### config.mk
export PLATFORM = sky130hd
export DESIGN_NAME = srbh_queue
export DESIGN_NICKNAME = d
export VERILOG_FILES = /design/src/srbh_pkg.sv /design/src/srbh_queue.sv
export SDC_FILE = /design/constraint.sdc
export NUM_CORES = 1
export LEC_CHECK = 0
export BUFFER_PORTS_ARGS = -buffer_cell sky130_fd_sc_hd__buf_2
export CAP_MARGIN = 25
export CORE_ASPECT_RATIO = 2
export CORE_UTILIZATION = 50
export CTS_CLUSTER_DIAMETER = 120
export DETAILED_ROUTE_END_ITERATION = 16
export PLACE_DENSITY = 0.71
export SYNTH_ARGS = -nofsm -noshare
export SYNTH_HDL_FRONTEND = slang
export SYNTH_SLANG_ARGS = --single-unit
### constraint.sdc
create_clock -name clk -period 6.55 [get_ports clk]
set_input_delay 1.965 -clock clk [delete_from_list [all_inputs] [get_ports clk]]
set_output_delay 1.965 -clock clk [all_outputs]
set_load 0.05 [all_outputs]
### src/srbh_pkg.sv
// ----------------------------------------------------------------------------
// srbh_pkg: shared types and constants for the swept ray / box hit unit
// Widths of the fixed-point coordinate path, per-edge request layout and the
// divider stage record.
// ----------------------------------------------------------------------------
package srbh_pkg;

    localparam int COORD_BITS    = 20;
    localparam int FRACTION_BITS = 16;
    localparam int NUM_EDGES     = 4;

    // derived widths
    localparam int EW = COORD_BITS + 1;     // box edge coordinate, signed
    localparam int SW = COORD_BITS - 1;     // box size, unsigned
    localparam int MW = COORD_BITS;         // magnitude of a ray component
    localparam int PW = EW + COORD_BITS;    // edge coordinate times ray component
    localparam int QW = PW + 1;             // difference of two such products
    localparam int UW = MW + SW;            // |ray component| times box size
    localparam int FW = FRACTION_BITS + 1;  // fraction incl. the 1.0 value

    localparam int DIV_STAGES  = FW;
    localparam int QUEUE_DEPTH = 4;
    localparam int QUEUE_AW    = $clog2(QUEUE_DEPTH);

    localparam logic [FW-1:0] FRAC_ONE = {1'b1, {FRACTION_BITS{1'b0}}};

    typedef enum logic [1:0] {
        EDGE_LEFT,
        EDGE_BOTTOM,
        EDGE_RIGHT,
        EDGE_TOP
    } edge_t;

    // one edge candidate: hit flag and the ratio num/den to resolve
    typedef struct packed {
        logic          ok;
        logic [MW-1:0] num;
        logic [MW-1:0] den;
    } lane_t;

    typedef lane_t [NUM_EDGES-1:0] cand_t;

    // one edge inside the divider pipe
    typedef struct packed {
        logic          ok;
        logic [MW-1:0] rem;
        logic [MW-1:0] den;
        logic [FW-1:0] quo;
    } div_lane_t;

    typedef div_lane_t [NUM_EDGES-1:0] div_stage_t;

    typedef struct packed {
        logic full;
        logic empty;
    } q_status_t;

endpackage

### src/srbh_queue.sv
// ----------------------------------------------------------------------------
// srbh_queue: short request queue between classification and divider
// Small register FIFO; lets the front and the back stall independently.
// ----------------------------------------------------------------------------
module srbh_queue (
    input  logic                clk,
    input  logic                rst_n,
    input  logic                push,
    input  srbh_pkg::cand_t     push_data,
    input  logic                pop,
    output srbh_pkg::cand_t     pop_data,
    output srbh_pkg::q_status_t q_status
);
    import srbh_pkg::*;

    cand_t               mem_reg [QUEUE_DEPTH];
    logic [QUEUE_AW-1:0] wr_ptr_reg;
    logic [QUEUE_AW-1:0] wr_ptr_next;
    logic [QUEUE_AW-1:0] rd_ptr_reg;
    logic [QUEUE_AW-1:0] rd_ptr_next;
    logic [QUEUE_AW:0]   count_reg;
    logic [QUEUE_AW:0]   count_next;

    assign q_status.full  = (count_reg == (QUEUE_AW + 1)'(QUEUE_DEPTH));
    assign q_status.empty = (count_reg == '0);
    assign pop_data       = mem_reg[rd_ptr_reg];

    // pointer and fill bookkeeping
    always_comb
    begin
        wr_ptr_next = wr_ptr_reg;
        rd_ptr_next = rd_ptr_reg;
        count_next  = count_reg;
        if (push)
        begin
            wr_ptr_next = (wr_ptr_reg == QUEUE_AW'(QUEUE_DEPTH - 1)) ? '0
                        : wr_ptr_reg + QUEUE_AW'(1);
        end
        if (pop)
        begin
            rd_ptr_next = (rd_ptr_reg == QUEUE_AW'(QUEUE_DEPTH - 1)) ? '0
                        : rd_ptr_reg + QUEUE_AW'(1);
        end
        case ({push, pop})
            2'b10:   count_next = count_reg + (QUEUE_AW + 1)'(1);
            2'b01:   count_next = count_reg - (QUEUE_AW + 1)'(1);
            default: count_next = count_reg;
        endcase
    end

    always_ff @(posedge clk or negedge rst_n)
    begin
        if (!rst_n)
        begin
            wr_ptr_reg <= '0;
            rd_ptr_reg <= '0;
            count_reg  <= '0;
        end
        else
        begin
            wr_ptr_reg <= wr_ptr_next;
            rd_ptr_reg <= rd_ptr_next;
            count_reg  <= count_next;
        end
    end

    always_ff @(posedge clk)
    begin
        if (push)
        begin
            mem_reg[wr_ptr_reg] <= push_data;
        end
    end

`ifndef SYNTHESIS
    ap_count_bound: assert property (@(posedge clk) disable iff (!rst_n)
        count_reg <= (QUEUE_AW + 1)'(QUEUE_DEPTH))
        else $error("queue fill count above depth");
    ap_no_overflow: assert property (@(posedge clk) disable iff (!rst_n)
        push |-> !q_status.full)
        else $error("push into full queue");
    ap_no_underflow: assert property (@(posedge clk) disable iff (!rst_n)
        pop |-> !q_status.empty)
        else $error("pop from empty queue");
`endif

endmodule

-- Yosys cells after proc, flatten, opt, wreduce, memory -nomap -nowiden
Memory sizes are Yosys's and may differ from the RTL's.
Index checks and enable logic that the tools add are counted.
- $add $sub $neg: 4
- equality and inequality tests: 5
- multiplexer cells: 5
- reduce and logical (&&, ||, !) cells: 2
- operator list (kind ; count):
    == test 2 bit, second input constant ; 3
    one-hot mux 3 bit (2 select lines) ; 1
    adder 2 x 1 -> 2 bit, second input constant ; 2
    2-to-1 mux 2 bit ; 2
    adder 3 x 1 -> 3 bit, second input constant ; 1
    == test 3 bit, second input constant ; 1
    zero test 3 bit ; 1
    subtractor 3 x 1 -> 3 bit, second input constant ; 1
    == test 2 x 1 -> 1 bit, second input constant ; 1
    2-to-1 mux 1 bit ; 2
    nonzero test 2 bit ; 1
- register bits: 7
- bits in writable memories: 656
- input bits: 168
- output and inout bits: 166
- word-level logic and storage cells: 20
- memories kept: 1
- memory list (name ; words ; bits a word ; rd ports ; clocked after Yosys merged registers in ; wr ports ; RTL line ; text):
    mem_reg ; 4 ; 164 ; 1 ; 0 ; 1 ; srbh_queue.sv:16 ; cand_t mem_reg [QUEUE_DEPTH];

-- Longest topological paths before layout
- depth in word-level cells: 2
- depth in mapped cells: 7
- depth with buffers taken out: 7

-- Worst setup path after synthesis
Ideal clock, no wire load.
- path type: input port to flip-flop
- start point: in push
- end point: mem mem_reg[0][0] (netlist name), enable pin
- library setup time: 0.543 ns
- arrival time: 5.700 ns
- required time: 6.007 ns
- path slack: 0.307 ns
- stages on the path: 1
- buffers on the path: 0
- cell sequence: and2_1
- cells in the longest elaborated chain, start to end: 2
- RTL lines (element ; RTL line ; text):
    from (decl) ; srbh_queue.sv:8 ; input logic push,
    2-to-1 mux 1 bit ; srbh_queue.sv:69 ; if (push)
    2-to-1 mux 1 bit (implied by the code) ; srbh_queue.sv:71 ; mem_reg[wr_ptr_reg] <= push_data;
    to (decl) ; srbh_queue.sv:16 ;
Every way passes these cells.

==> out/results.tsv <==
metric	value	unit
postLayoutCoreUtil	59.4	%
crit_path_max_fanout	63	
drtIter0Drc	627	
clockBufferDepth	3	
cts_tree	built	
ys_types	23	
io_pins	334	
grt_pass1_vias	11281	
instances_no_fill	1938	
post-synth-top-area-fraction	81.7	%
report.final.setup_viol	0	
cts.sink_count	663	
critical_path_class	flop to output pin	
fp.dieH	313	um
antenna_found_initial	10	
drv_slew	0	
wl_per_cell	23.4	um
max_clock_freq	0.212	GHz
number_of_flip_flops_in_the_largest_register	656	
firstDrtPassIters	4	
crit_path_start_kind	flop	
cts.root.buffer_cell	sky130_fd_sc_hd__clkbuf_16	
number_of_buffers_added_by_the_clock_tree_synthesis_step	54	
synth.yosys.seq_area_share	82.5	%
worst_slew_margin_relative_to_its_limit	32.1	%
netlist_instances	895	
area_growth	17.1	%
all_layer_global_routing_usage	18.7	%
critPathRequiredTime	4.59	ns
yosys.area.top_type	sky130_fd_sc_hd__edfxtp_1	
synth.net_count	1070	
first_pass_grt_wire_length	66800	um
fp.dieArea	49100	um^2
total_instance_count_after_detailed_placement	1837	
placement.io_buffers	333	
grt_max_degree	90	
met2_wire_len	24800	um
synth_async_sr_flop_share	1.06	%
cts_post_setup_buffers_inserted	0	
totalNegativeSetupSlack	0	ns
rsz_0062_raised_after_global_routing	false	
routedLengthMet1	16200	um
critPathArrivalTime	2.75	ns
p_leak	9.54	nW
chipWidth	157	um
drv.max_cap_violation_count	0	
gp_congestion	0.733	
met3WireLength	2750	um
mappedNetlistArea	24100	um^2
yosys-top-cells-area	sky130_fd_sc_hd__edfxtp_1 (82%), sky130_fd_sc_hd__mux4_2 (15%), sky130_fd_sc_hd__buf_6 (0.75%)	
post-route-min-period	4.72	ns
postCtsResizedCells	0	
nFillCells	3385	
std_cell_rows	113	
place.detailed.hpwl	28200	um
dominantRegCellSynth	sky130_fd_sc_hd__edfxtp_1	
count_of_flip_flops_with_a_built_in_enable_after_synthesis	656	
placeableCoreArea	47500	um^2
postRouteWirelength	45300	um
worst_pin_slew	1.02	ns
run_status	finished clean	
endpoint_kind	output pin	
postRouteAntennaNets	0	
maxUsedRoutingLayer	met5	
gr-total-overflow	0	
holdCritPathClass	flop to flop	
viasPerCell	5.41	
htree_num_levels	2	
finalClockSkew	0.0156	ns
yosys_warnings	0	
drc	0	
p_per_area	505	nW/um^2
drive_gt1_share	45.7	%
synth.avg_cell_area	26.9	um^2
cts_hold_buf	0	
largest_voltage_drop_on_the_vdd_net	0.415	mV
synth.ff_latch_count	663	
path_clk_slew	0.06	ns
initial_standard_cell_utilization_of_the_core	50.7	%
insertion_delay	0.59	ns
detailroute.via_count	10485	
layout_worst_path_cycle_share	72.0	%
report.final.hold_viol_count	0	
design.final.nets	1436	
[stage by stage]
stage | hold WS (ns) | worst slack [ns] | area [um^2] | total power [mW]
after detailed placement | 0.496 | 2.39 | 26500 | 11.3
after global placement | 0.471 | 2.37 | 26500 | 11.3
final | 0.507 | 1.83 | 28200 | 14.2
after floorplan | 0.457 | 0.307 | 24100 | 10.2
after CTS | 0.505 | 1.72 | 28200 | 14.4
after global routing | 0.535 | 1.71 | 28200 | 14.8
[report_power, final]
part | switching, mW | total [mW] | internal [mW]
logic | 3.80 | 5.40 | 1.60
clock network | 1.37 | 3.15 | 1.77
registers | 0.266 | 5.70 | 5.43
[logic make-up after synthesis]
logic type                 synth area share [%]
muxes                                      15.5
and+or+nand+nor                           0.223
adders and majority gates                 0.395
buffers and inverters                      1.32
DFF                                        82.5
xor gates and xnor gates                  0.109
AOI/OAI and AO/OA                        0.0415
[area by class of cell]
| class | count | area, um^2 | share of cell area, % |
|---|---|---|---|
| clock buffers | 68 | 1430 | 5.05 |
| multi-input cells | 189 | 3920 | 13.9 |
| clock inverters | 27 | 287 | 1.02 |
| repair buffers | 347 | 1880 | 6.68 |
| inverters | 6 | 22.5 | 0.0798 |
| well taps | 632 | 791 | 2.80 |
| diodes | 6 | 15.0 | 0.0532 |
| flip-flops and latches | 663 | 19900 | 70.4 |
[synth_stat cells, types with 2 or more instances]
master / instances
sky130_fd_sc_hd__mux4_2: 164
sky130_fd_sc_hd__xor2_1: 2
sky130_fd_sc_hd__buf_2: 17
sky130_fd_sc_hd__nor2_1: 2
sky130_fd_sc_hd__inv_1: 6
sky130_fd_sc_hd__dfrtp_1: 7
sky130_fd_sc_hd__and2_1: 4
sky130_fd_sc_hd__ha_1: 6
sky130_fd_sc_hd__o21ai_0: 2
sky130_fd_sc_hd__edfxtp_1: 656
sky130_fd_sc_hd__mux2_2: 2
sky130_fd_sc_hd__buf_6: 16
[worst max-delay path: stages (launching register included)]
cell and delay, ns:
sky130_fd_sc_hd__dfrtp_4 1.06, sky130_fd_sc_hd__buf_12 0.37, sky130_fd_sc_hd__mux4_2 0.39, sky130_fd_sc_hd__buf_2 0.23
[layout by cell type, fill, tap and decap left out, drive strengths merged]
cell / count
fa: 1
mux4: 164
clkbuf: 68
or3: 1
nor3: 1
and2: 4
nand2: 1
nor2: 2
o21ai: 2
mux2: 2
clkinv: 19
buf: 347
inv: 7
diode: 6
mux2i: 1
and3: 1
xor2: 2
dfrtp: 7
ha: 6
xnor2: 1
edfxtp: 656
clkinvlp: 1
bufinv: 6
[layer usage]
metal  vias up  global-route usage (%)
li1       4603                       -
met2       341                    33.5
met5         -                       0
met1      5450                    21.0
met3        83                    4.10
met4         8                    8.38
[worst paths after layout]
kind / from / end / slack (ns) / depth (start not counted)
max in group asynchronous: rst_n / rd_ptr_reg[0] / 5.13 / 1
min in group asynchronous: rst_n / count_reg[2] / 1.22 / 1
setup / recovery: rd_ptr_reg[1] / pop_data[120] / 1.83 / 3
hold reg to reg: count_reg[2] / count_reg[2] / 0.51 / 1
setup reg to reg: wr_ptr_reg[0] / mem_reg[2][135] / 4.19 / 4
hold / removal: count_reg[2] / count_reg[2] / 0.51 / 1
Power figures use the tool's default switching activity.
